===== src/rtl/core/rlbe_pkg.sv =====
package rlbe_pkg;

    localparam int BYTE_W = 8;
    localparam int WORD_W = 64;
    localparam int CNT_W  = 4;

    // literal block header: top bit set, low bits carry the count
    localparam logic [BYTE_W-1:0] HDR_BASE = 8'h80;

    // one encoded byte offered to the packer
    typedef struct packed {
        logic              vld;
        logic              last;
        logic [BYTE_W-1:0] data;
    } t_emit;

endpackage


===== src/rtl/core/rlbe_byte_if.sv =====
interface rlbe_byte_if import rlbe_pkg::*; ();
    logic              valid;
    logic              ready;
    logic [BYTE_W-1:0] data_byte;
    logic              final_byte;

    modport source (output valid, data_byte, final_byte, input ready);
    modport sink   (input valid, data_byte, final_byte, output ready);
endinterface


===== src/rtl/core/rlbe_word_if.sv =====
interface rlbe_word_if import rlbe_pkg::*; ();
    logic              valid;
    logic              ready;
    logic [WORD_W-1:0] out_word;
    logic [CNT_W-1:0]  out_bytes;
    logic              burst_end;

    modport source (output valid, out_word, out_bytes, burst_end, input ready);
    modport sink   (input valid, out_word, out_bytes, burst_end, output ready);
endinterface


===== src/rtl/core/rlbe_ram.sv =====
module rlbe_ram #(
    parameter int WIDTH = 8,
    parameter int DEPTH = 127
) (
    input  logic                                   i_clk,
    input  logic                                   i_we,
    input  logic [(DEPTH > 1 ? $clog2(DEPTH) : 1)-1:0] i_waddr,
    input  logic [WIDTH-1:0]                       i_wdata,
    input  logic                                   i_re,
    input  logic [(DEPTH > 1 ? $clog2(DEPTH) : 1)-1:0] i_raddr,
    output logic [WIDTH-1:0]                       o_rdata
);
    logic [WIDTH-1:0] r_mem [DEPTH];
    logic [WIDTH-1:0] r_rdata;

    always_ff @(posedge i_clk) begin
        if (i_we) begin
            r_mem[i_waddr] <= i_wdata;
        end
        if (i_re) begin
            r_rdata <= r_mem[i_raddr];
        end
    end

    assign o_rdata = r_rdata;
endmodule


===== src/rtl/core/rlbe_pack.sv =====
module rlbe_pack import rlbe_pkg::*; #(
    parameter int OUT_LANES = 8
) (
    input  logic               i_clk,
    input  logic               i_rst_n,
    input  t_emit              i_emit,
    output logic               o_take,
    rlbe_word_if.source        o_out
);
    logic [CNT_W-1:0]  r_acc_n;
    logic [BYTE_W-1:0] r_lane [OUT_LANES];
    logic              r_out_vld;
    logic [WORD_W-1:0] r_out_word;
    logic [CNT_W-1:0]  r_out_bytes;
    logic              r_out_end;

    logic              w_done;
    logic              w_can_push;
    logic              w_push;
    logic [WORD_W-1:0] w_word;

    assign w_done     = i_emit.last || (r_acc_n == CNT_W'(OUT_LANES - 1));
    assign w_can_push = !r_out_vld || o_out.ready;
    assign o_take     = i_emit.vld && (!w_done || w_can_push);
    assign w_push     = o_take && w_done;

    // word as it stands with the offered byte in the next free lane
    always_comb begin
        w_word = '0;
        for (int k = 0; k < OUT_LANES; k++) begin
            if (CNT_W'(k) < r_acc_n) begin
                w_word[BYTE_W*k +: BYTE_W] = r_lane[k];
            end else if (CNT_W'(k) == r_acc_n) begin
                w_word[BYTE_W*k +: BYTE_W] = i_emit.data;
            end
        end
    end

    always_ff @(posedge i_clk) begin
        if (!i_rst_n) begin
            r_acc_n   <= '0;
            r_out_vld <= 1'b0;
        end else begin
            if (o_take) begin
                r_acc_n <= w_done ? '0 : r_acc_n + 1'b1;
            end
            if (w_push) begin
                r_out_vld <= 1'b1;
            end else if (o_out.ready) begin
                r_out_vld <= 1'b0;
            end
        end
    end

    always_ff @(posedge i_clk) begin
        for (int k = 0; k < OUT_LANES; k++) begin
            if (o_take && !w_done && CNT_W'(k) == r_acc_n) begin
                r_lane[k] <= i_emit.data;
            end
        end
        if (w_push) begin
            r_out_word  <= w_word;
            r_out_bytes <= r_acc_n + 1'b1;
            r_out_end   <= i_emit.last;
        end
    end

    assign o_out.valid     = r_out_vld;
    assign o_out.out_word  = r_out_word;
    assign o_out.out_bytes = r_out_bytes;
    assign o_out.burst_end = r_out_end;
endmodule


===== src/rtl/core/run_length_byte_encoder_top.sv =====
// Flow: an input byte is taken only while the sequencer is idle; its B encoded bytes (B = 0
//   for most literals, at most 129) then leave one per cycle while the packer takes them.
//   The single byte emitter walks run codes, headers and the literal store one byte a cycle,
//   stalling when the packer does not take, and the next input byte waits until it is done.
// Reset: synchronous, active low; clears encoder state and handshakes. The literal store is not
//   cleared and needs no clearing pass.
module run_length_byte_encoder_top import rlbe_pkg::*; #(
    parameter int LITERAL_LIMIT = 127,
    parameter int RUN_LIMIT     = 128,
    parameter int OUT_LANES     = 8
) (
    input  logic         i_clk,
    input  logic         i_rst_n,
    rlbe_byte_if.sink    i_byte_if,
    rlbe_word_if.source  o_word_if
);
    localparam int FILL_W = $clog2(LITERAL_LIMIT + 1);
    localparam int ADDR_W = (LITERAL_LIMIT > 1) ? $clog2(LITERAL_LIMIT) : 1;
    localparam int RUN_W  = $clog2(RUN_LIMIT + 1);

    // sequencer states
    localparam logic [2:0] S_IDLE = 3'd0;  // ready for the next input transaction
    localparam logic [2:0] S_HDR  = 3'd1;  // literal header byte
    localparam logic [2:0] S_LIT  = 3'd2;  // literal bytes read back from the store
    localparam logic [2:0] S_RUN0 = 3'd3;  // run count byte
    localparam logic [2:0] S_RUN1 = 3'd4;  // run value byte

    // encoder state
    logic [FILL_W-1:0] r_fill,    n_fill;
    logic [BYTE_W-1:0] r_last,    n_last;
    logic              r_lvld,    n_lvld;
    logic              r_run_act, n_run_act;
    logic [RUN_W-1:0]  r_extra,   n_extra;

    // sequencer and emission plan for the current transaction
    logic [2:0]        r_state,    n_state;
    logic              r_pend_run, n_pend_run;  // run still to go out
    logic              r_pend_flb, n_pend_flb;  // literal flush after the run
    logic [RUN_W-1:0]  r_run_cnt,  n_run_cnt;
    logic [BYTE_W-1:0] r_run_byte, n_run_byte;
    logic [FILL_W-1:0] r_fl_n,     n_fl_n;
    logic [FILL_W-1:0] r_idx,      n_idx;

    // step decision, computed in the accept cycle
    logic              w_accept;
    logic              w_eq;
    logic              w_app;       // byte enters the literal store
    logic              w_fla;       // flush the store before anything else
    logic              w_run;       // a run goes out
    logic              w_flb;       // flush the store after the run
    logic [RUN_W-1:0]  w_run_cnt;
    logic [BYTE_W-1:0] w_run_byte;
    logic [FILL_W-1:0] w_fl_n;
    logic [FILL_W-1:0] w_f1;
    logic [FILL_W-1:0] p_fill;
    logic [BYTE_W-1:0] p_last;
    logic              p_lvld;
    logic              p_run_act;
    logic [RUN_W-1:0]  p_extra;

    // emission
    t_emit             w_emit;
    logic              w_take;
    logic              w_more;
    logic [FILL_W-1:0] w_idx_inc;
    logic              w_lit_end;
    logic [2:0]        w_seg_state;
    logic              w_re;
    logic [ADDR_W-1:0] w_raddr;
    logic [BYTE_W-1:0] w_rdata;

    assign i_byte_if.ready = (r_state == S_IDLE);
    assign w_accept        = i_byte_if.valid && i_byte_if.ready;
    assign w_eq            = (i_byte_if.data_byte == r_last);

    // Decide what this byte does. The result is at most one flush, one run and one flush,
    // in that order, and never both flushes.
    always_comb begin
        p_fill     = r_fill;
        p_last     = r_last;
        p_lvld     = r_lvld;
        p_run_act  = r_run_act;
        p_extra    = r_extra;
        w_app      = 1'b0;
        w_fla      = 1'b0;
        w_run      = 1'b0;
        w_flb      = 1'b0;
        w_run_cnt  = r_extra;
        w_run_byte = r_last;
        w_fl_n     = r_fill;
        w_f1       = r_fill + 1'b1;

        if (r_run_act) begin
            if (w_eq && (r_extra < RUN_W'(RUN_LIMIT))) begin
                p_extra = r_extra + 1'b1;
            end else begin
                // run closes; this byte starts fresh as a literal
                w_run     = 1'b1;
                w_app     = 1'b1;
                p_run_act = 1'b0;
                p_extra   = '0;
            end
        end else if (r_lvld && w_eq) begin
            // a single stored byte stays put; it is a copy of the run byte
            if (r_fill > FILL_W'(1)) begin
                w_fla  = 1'b1;
                p_fill = '0;
            end
            p_run_act = 1'b1;
            p_extra   = '0;
        end else begin
            w_app = 1'b1;
        end

        if (w_app) begin
            p_last = i_byte_if.data_byte;
            p_lvld = 1'b1;
            if (w_f1 >= FILL_W'(LITERAL_LIMIT)) begin
                w_flb  = 1'b1;
                w_fl_n = w_f1;
                p_fill = '0;
            end else begin
                p_fill = w_f1;
            end
        end

        // end of stream: drain what is pending, then back to reset values
        if (i_byte_if.final_byte) begin
            if (p_run_act) begin
                w_run      = 1'b1;
                w_run_cnt  = p_extra;
                w_run_byte = p_last;
            end
            if (p_fill != '0) begin
                w_flb  = 1'b1;
                w_fl_n = p_fill;
            end
            p_fill    = '0;
            p_last    = '0;
            p_lvld    = 1'b0;
            p_run_act = 1'b0;
            p_extra   = '0;
        end
    end

    // Byte emitter: one encoded byte per cycle toward the packer, while the packer takes it.
    assign w_more    = r_pend_run || r_pend_flb;
    assign w_idx_inc = r_idx + 1'b1;
    assign w_lit_end = (w_idx_inc == r_fl_n);

    always_comb begin
        w_emit = '0;
        case (r_state)
            S_HDR: begin
                w_emit.vld  = 1'b1;
                w_emit.data = HDR_BASE | BYTE_W'(r_fl_n);
            end
            S_LIT: begin
                w_emit.vld  = 1'b1;
                w_emit.last = w_lit_end && !w_more;
                w_emit.data = w_rdata;
            end
            S_RUN0: begin
                w_emit.vld  = 1'b1;
                w_emit.data = BYTE_W'(r_run_cnt);
            end
            S_RUN1: begin
                w_emit.vld  = 1'b1;
                w_emit.last = !w_more;
                w_emit.data = r_run_byte;
            end
            default: begin
                w_emit = '0;
            end
        endcase
    end

    // segment that follows the current one
    always_comb begin
        if (r_pend_run) begin
            w_seg_state = S_RUN0;
        end else if (r_pend_flb) begin
            w_seg_state = S_HDR;
        end else begin
            w_seg_state = S_IDLE;
        end
    end

    // store read runs one ahead of the byte being emitted
    assign w_re    = w_take && ((r_state == S_HDR) || ((r_state == S_LIT) && !w_lit_end));
    assign w_raddr = (r_state == S_HDR) ? '0 : w_idx_inc[ADDR_W-1:0];

    always_comb begin
        n_fill     = r_fill;
        n_last     = r_last;
        n_lvld     = r_lvld;
        n_run_act  = r_run_act;
        n_extra    = r_extra;
        n_state    = r_state;
        n_pend_run = r_pend_run;
        n_pend_flb = r_pend_flb;
        n_run_cnt  = r_run_cnt;
        n_run_byte = r_run_byte;
        n_fl_n     = r_fl_n;
        n_idx      = r_idx;

        if (w_accept) begin
            n_fill     = p_fill;
            n_last     = p_last;
            n_lvld     = p_lvld;
            n_run_act  = p_run_act;
            n_extra    = p_extra;
            n_run_cnt  = w_run_cnt;
            n_run_byte = w_run_byte;
            n_fl_n     = w_fl_n;
            n_pend_run = w_run;
            n_pend_flb = w_flb;
            if (w_fla) begin
                n_state = S_HDR;
            end else if (w_run) begin
                n_state    = S_RUN0;
                n_pend_run = 1'b0;
            end else if (w_flb) begin
                n_state    = S_HDR;
                n_pend_flb = 1'b0;
            end else begin
                n_state = S_IDLE;
            end
        end else if (w_take) begin
            case (r_state)
                S_HDR: begin
                    n_idx   = '0;
                    n_state = S_LIT;
                end
                S_LIT: begin
                    if (w_lit_end) begin
                        n_state = w_seg_state;
                        if (r_pend_run) begin
                            n_pend_run = 1'b0;
                        end else begin
                            n_pend_flb = 1'b0;
                        end
                    end else begin
                        n_idx = w_idx_inc;
                    end
                end
                S_RUN0: begin
                    n_state = S_RUN1;
                end
                S_RUN1: begin
                    n_state = w_seg_state;
                    if (r_pend_run) begin
                        n_pend_run = 1'b0;
                    end else begin
                        n_pend_flb = 1'b0;
                    end
                end
                default: begin
                    n_state = S_IDLE;
                end
            endcase
        end
    end

    always_ff @(posedge i_clk) begin
        if (!i_rst_n) begin
            r_fill     <= '0;
            r_last     <= '0;
            r_lvld     <= 1'b0;
            r_run_act  <= 1'b0;
            r_extra    <= '0;
            r_state    <= S_IDLE;
            r_pend_run <= 1'b0;
            r_pend_flb <= 1'b0;
        end else begin
            r_fill     <= n_fill;
            r_last     <= n_last;
            r_lvld     <= n_lvld;
            r_run_act  <= n_run_act;
            r_extra    <= n_extra;
            r_state    <= n_state;
            r_pend_run <= n_pend_run;
            r_pend_flb <= n_pend_flb;
        end
    end

    // plan payload, only meaningful while the sequencer is busy
    always_ff @(posedge i_clk) begin
        r_run_cnt  <= n_run_cnt;
        r_run_byte <= n_run_byte;
        r_fl_n     <= n_fl_n;
        r_idx      <= n_idx;
    end

    // literal store: written at accept, read back during a flush
    rlbe_ram #(
        .WIDTH (BYTE_W),
        .DEPTH (LITERAL_LIMIT)
    ) u_store (
        .i_clk   (i_clk),
        .i_we    (w_accept && w_app),
        .i_waddr (r_fill[ADDR_W-1:0]),
        .i_wdata (i_byte_if.data_byte),
        .i_re    (w_re),
        .i_raddr (w_raddr),
        .o_rdata (w_rdata)
    );

    // packs emitted bytes into output words, with its own output register
    rlbe_pack #(
        .OUT_LANES (OUT_LANES)
    ) u_pack (
        .i_clk   (i_clk),
        .i_rst_n (i_rst_n),
        .i_emit  (w_emit),
        .o_take  (w_take),
        .o_out   (o_word_if)
    );
endmodule


===== src/flat_wrapper.sv =====
// flat-port wrapper written by rule: the top's interface ports become plain ports
module run_length_byte_encoder_top_flat import rlbe_pkg::*;
#(
    parameter int LITERAL_LIMIT = 127,
    parameter int RUN_LIMIT     = 128,
    parameter int OUT_LANES     = 8
)
  (i_clk, i_rst_n, i_byte_if_valid, i_byte_if_data_byte, i_byte_if_final_byte, i_byte_if_ready, o_word_if_valid, o_word_if_out_word, o_word_if_out_bytes, o_word_if_burst_end, o_word_if_ready);
  rlbe_byte_if i_byte_if_i ();
  rlbe_word_if o_word_if_i ();
  input  logic i_clk;
  input  logic i_rst_n;
  input wire logic [$bits(i_byte_if_i.valid)-1:0] i_byte_if_valid;
  input wire logic [$bits(i_byte_if_i.data_byte)-1:0] i_byte_if_data_byte;
  input wire logic [$bits(i_byte_if_i.final_byte)-1:0] i_byte_if_final_byte;
  output wire logic [$bits(i_byte_if_i.ready)-1:0] i_byte_if_ready;
  output wire logic [$bits(o_word_if_i.valid)-1:0] o_word_if_valid;
  output wire logic [$bits(o_word_if_i.out_word)-1:0] o_word_if_out_word;
  output wire logic [$bits(o_word_if_i.out_bytes)-1:0] o_word_if_out_bytes;
  output wire logic [$bits(o_word_if_i.burst_end)-1:0] o_word_if_burst_end;
  input wire logic [$bits(o_word_if_i.ready)-1:0] o_word_if_ready;
  assign i_byte_if_i.valid = i_byte_if_valid;
  assign i_byte_if_i.data_byte = i_byte_if_data_byte;
  assign i_byte_if_i.final_byte = i_byte_if_final_byte;
  assign i_byte_if_ready = i_byte_if_i.ready;
  assign o_word_if_valid = o_word_if_i.valid;
  assign o_word_if_out_word = o_word_if_i.out_word;
  assign o_word_if_out_bytes = o_word_if_i.out_bytes;
  assign o_word_if_burst_end = o_word_if_i.burst_end;
  assign o_word_if_i.ready = o_word_if_ready;
  run_length_byte_encoder_top #(.LITERAL_LIMIT(LITERAL_LIMIT), .RUN_LIMIT(RUN_LIMIT), .OUT_LANES(OUT_LANES)) u_core (.i_clk(i_clk), .i_rst_n(i_rst_n), .i_byte_if(i_byte_if_i), .o_word_if(o_word_if_i));
endmodule

===== config.mk =====
export PLATFORM = sky130hd
export DESIGN_NAME = run_length_byte_encoder_top_flat
export DESIGN_NICKNAME = d
export VERILOG_FILES = /design/src/rtl/core/rlbe_pkg.sv /design/src/rtl/core/rlbe_byte_if.sv /design/src/rtl/core/rlbe_word_if.sv /design/src/rtl/core/rlbe_ram.sv /design/src/rtl/core/rlbe_pack.sv /design/src/rtl/core/run_length_byte_encoder_top.sv /design/src/flat_wrapper.sv
export SDC_FILE = /design/constraint.sdc
export NUM_CORES = 1
export LEC_CHECK = 0
export BUFFER_PORTS_ARGS = -buffer_cell sky130_fd_sc_hd__buf_2
export CAP_MARGIN = 15
export CORE_MARGIN = 3
export CORE_UTILIZATION = 46
export DETAILED_ROUTE_END_ITERATION = 10
export SYNTH_ARGS = -nofsm -noshare
export SYNTH_HDL_FRONTEND = slang
export SYNTH_SLANG_ARGS = --single-unit

===== constraint.sdc =====
create_clock -name i_clk -period 13.87 [get_ports i_clk]
set_input_delay 2.0805 -clock i_clk [delete_from_list [all_inputs] [get_ports i_clk]]
set_output_delay 2.0805 -clock i_clk [all_outputs]
set_load 0.02 [all_outputs]

==> run summary <==
Status: completed
Final setup margin: 7800 ps
Global-route track usage on met2: 0.379
Largest net degree at the start of global routing: 157
Relative slew slack: 0.166
Die W: 334 um
GR Util met3: 0.0479
CP Capture Type: register
Boundary Pins: 84
Leak Pwr: 17.8 nW
Crit path arrival time: 6400 ps
Worst Tran Pin Value: 1250 ps
Hold Vio Cnt, Final: 0
Initial antenna violation count: 3
Total power: 0.00791 W
Skew final: 34.4 ps
Worst VDD drop: 0.000101 V
Core area: 106000 um^2
DR WL/cell: 29.3 um
Footprint of the multi-input gates: 12200 um^2
Post-CTS sizing: 0
Clk pin slew, worst setup/hold paths: 60 ps
Clk buf depth: 3
DRC viols: 0
Fillcell total: 8582
First-pass GRT wire length: 203000 um
Fin crit period: 6070 ps
Min-Delay Path Depth: 2
Final setup fails: 0
Clock Sink Count: 1222
Post-route ant nets: 0
Mapped Avg Cell Area: 15.3 um^2
DP Worst Slack: 7180 ps
Crit path max-delay cell type: nand4_1
Setup TNS: 0 ps
Syn. warnings: 0
TritonRoute pass-1 iters: 6
GPL Wtd Cong: 0.883
Largest stage delay on the critical path: 1110 ps
Number of synthesized register bits: 1222
FP Rows: 119
Die Y: 334 um
Tcrit/Tclk final: 0.438
Fmax: 165 MHz
Htree depth: 3
CTS Buf Count: 120
Netlist cell types: 87
R2R cell count: 12
Post-route design area: 55300 um^2
All-Layer GR Usage: 0.248
Final #Nets: 3312
# Post-CTS Setup Buffers: 0
Cell count after synthesis: 3236
Most used DFF post-synth: edfxtp_1
GR peak layer: met2
Hold Crit Class: reg -> reg
Register area: 36300 um^2
Routed vias: 30300
Max Cap Viol: 0
Synth Cell Area: 49500 um^2
Fin. max-slew vios: 0
Die ar.: 111000 um^2
Share of layout cells above drive strength 1: 0.143
P&R area growth vs syn: 11.8%
Routed WL: 140000 um
Worst-path cell chain: buf_4 -> xnor2_1 -> and4_1 -> and3_1 -> nor2_1 -> nand4_1 -> buf_4 -> nor2_1
Worst path required time: 14200 ps
Post-synth ARST share: 0
CTS tree: built
Initial Utilization: 0.467
Hold-fix buffers, CTS: 0
Startpoint Class: input port
RSZ-0062 raised after global routing: false
Placement Cell Area: 51300 um^2
DRT iter0 DRCs: 4260
Final global-route overflow total: 0
Grt met1 use: 0.359
Root buf cell: clkbuf_16
Critical Path Fanout Max: 28
Post-DR vias/cell: 6.34
Seq/Total Area, Yosys: 0.735
Pwr/cell area: 143 nW/um^2
Skew-Pair Late Insertion Delay: 730 ps
Number of synthesized flops with an enable pin: 1187
Setup CP Type: in -> reg
Vias in the first global route: 29200
Port bufs: 83
Half-perimeter wire length after placement: 85500 um
==> metal layers <==
metal	share of wire	vias up
met5	0.000093	-
met4	0.033	2
met3	0.10	268
met2	0.45	1805
met1	0.41	15400
li1	-	12900
==> worst paths after layout <==
kind,start,end,slack [ps]
min,u_core.r_lvld$_SDFFE_PN0P_,u_core.r_lvld$_SDFFE_PN0P_,530
min reg2reg,u_core.r_lvld$_SDFFE_PN0P_,u_core.r_lvld$_SDFFE_PN0P_,530
max reg2reg,u_core.r_idx[0]$_SDFFCE_PP0P_,u_core.u_store.o_rdata[4]$_DFFE_PP_,8130
max,i_byte_if_data_byte[4],u_core.u_store.r_mem[101][2]$_DFFE_PP_,7800
==> registers in the layout, indices dropped and copies added (netlist names) <==
register / count
u_core.r_lvld: 1
u_core.r_pend_flb: 1
u_core.r_last: 8
u_core.r_fl_n: 7
u_core.u_pack.o_out.out_bytes: 4
u_core.r_pend_run: 1
u_core.u_pack.o_out.out_word: 64
u_core.u_pack.o_out.burst_end: 1
u_core.u_store.r_mem: 1016
u_core.u_pack.r_lane: 64
u_core.r_run_cnt: 8
u_core.u_store.o_rdata: 8
u_core.r_idx: 7
u_core.r_run_byte: 8
u_core.r_fill: 7
u_core.u_pack.o_out.valid: 1
u_core.r_state: 3
u_core.u_pack.r_acc_n: 4
u_core.r_run_act: 1
u_core.r_extra: 8
==> through the flow <==
stage	instances	utilization	hold WS, ps
floorplan	3243	-	464
global placement	4558	0.484	509
detailed placement	4558	0.484	511
CTS	4776	0.522	519
global route	4777	0.522	547
finish	4778	0.522	529
==> Yosys cell counts (all sizes together) (14+ instances only) <==
master	instances	area (um^2)
edfxtp	1187	35600
mux4	78	1760
a221oi	19	166
nand3	62	315
a21oi	128	641
nor2	247	943
a22oi	14	105
o211ai	15	113
dfxtp	35	701
nor3	33	165
xnor2	17	175
o22ai	37	231
a22o	21	184
nor2b	48	300
buf	79	482
mux2	34	383
mux2i	96	961
o21ai	162	811
inv	31	119
nand2	323	1230
o221ai	90	788
clkbuf	146	548
a211oi	72	541
a311oi	59	517
and3	25	161
a31oi	27	169
==> cell usage in the layout, fill, tap and decap left out, drive strengths merged, types with 9 or more instances in the layout <==
cell,instances
edfxtp,1187
nand2,323
nor2,247
o21ai,162
buf,150
clkbuf,133
a21oi,128
mux2i,96
o221ai,90
mux4,78
a211oi,72
nand3,62
a311oi,59
clkinv,56
nor2b,48
o22ai,37
dfxtp,35
mux2,34
nor3,33
inv,32
a31oi,27
and3,25
a22o,21
a221oi,19
bufinv,17
xnor2,17
o211ai,15
a22oi,14
nor4,11
o31ai,11
clkinvlp,11
and2,11
nand4,9
ha,9
==> layout make-up <==
| type | instances | area share |
|---|---|---|
| Antenna cell | 1 | 0.0000453 |
| Clock buffer | 133 | 0.0556 |
| Clock inverter | 85 | 0.0160 |
| Inverter | 31 | 0.00215 |
| Multi-Input combinational cell | 1765 | 0.220 |
| Sequential cell | 1222 | 0.657 |
| Tap cell | 1391 | 0.0315 |
| Timing Repair Buffer | 150 | 0.0174 |
==> power breakdown <==
group | internal, W | switching [W] | total, W
sequential | 0.00407 | 0.0000161 | 0.00409
combinational | 0.000147 | 0.000398 | 0.000545
clock | 0.00190 | 0.00138 | 0.00328
total | 0.00612 | 0.00179 | 0.00791
==> worst max-delay path, delay by kind of cell <==
kind                      cells  cell delay (ps)
and+or+nand+nor               5             3120
buffers and inverters         2             1000
xor gates and xnor gates      1              140
==> logic make-up after synthesis <==
group,after synthesis,share of synthesized area
AOI/OAI and AO/OA,712,0.0987
xor gates and xnor gates,27,0.00648
adders and majority gates,9,0.00228
buffers and inverters,256,0.0232
DFF,1222,0.735
muxes,208,0.0627
other,1,0.0000758
and+or+nand+nor,801,0.0716
Power figures use the tool's default switching activity.
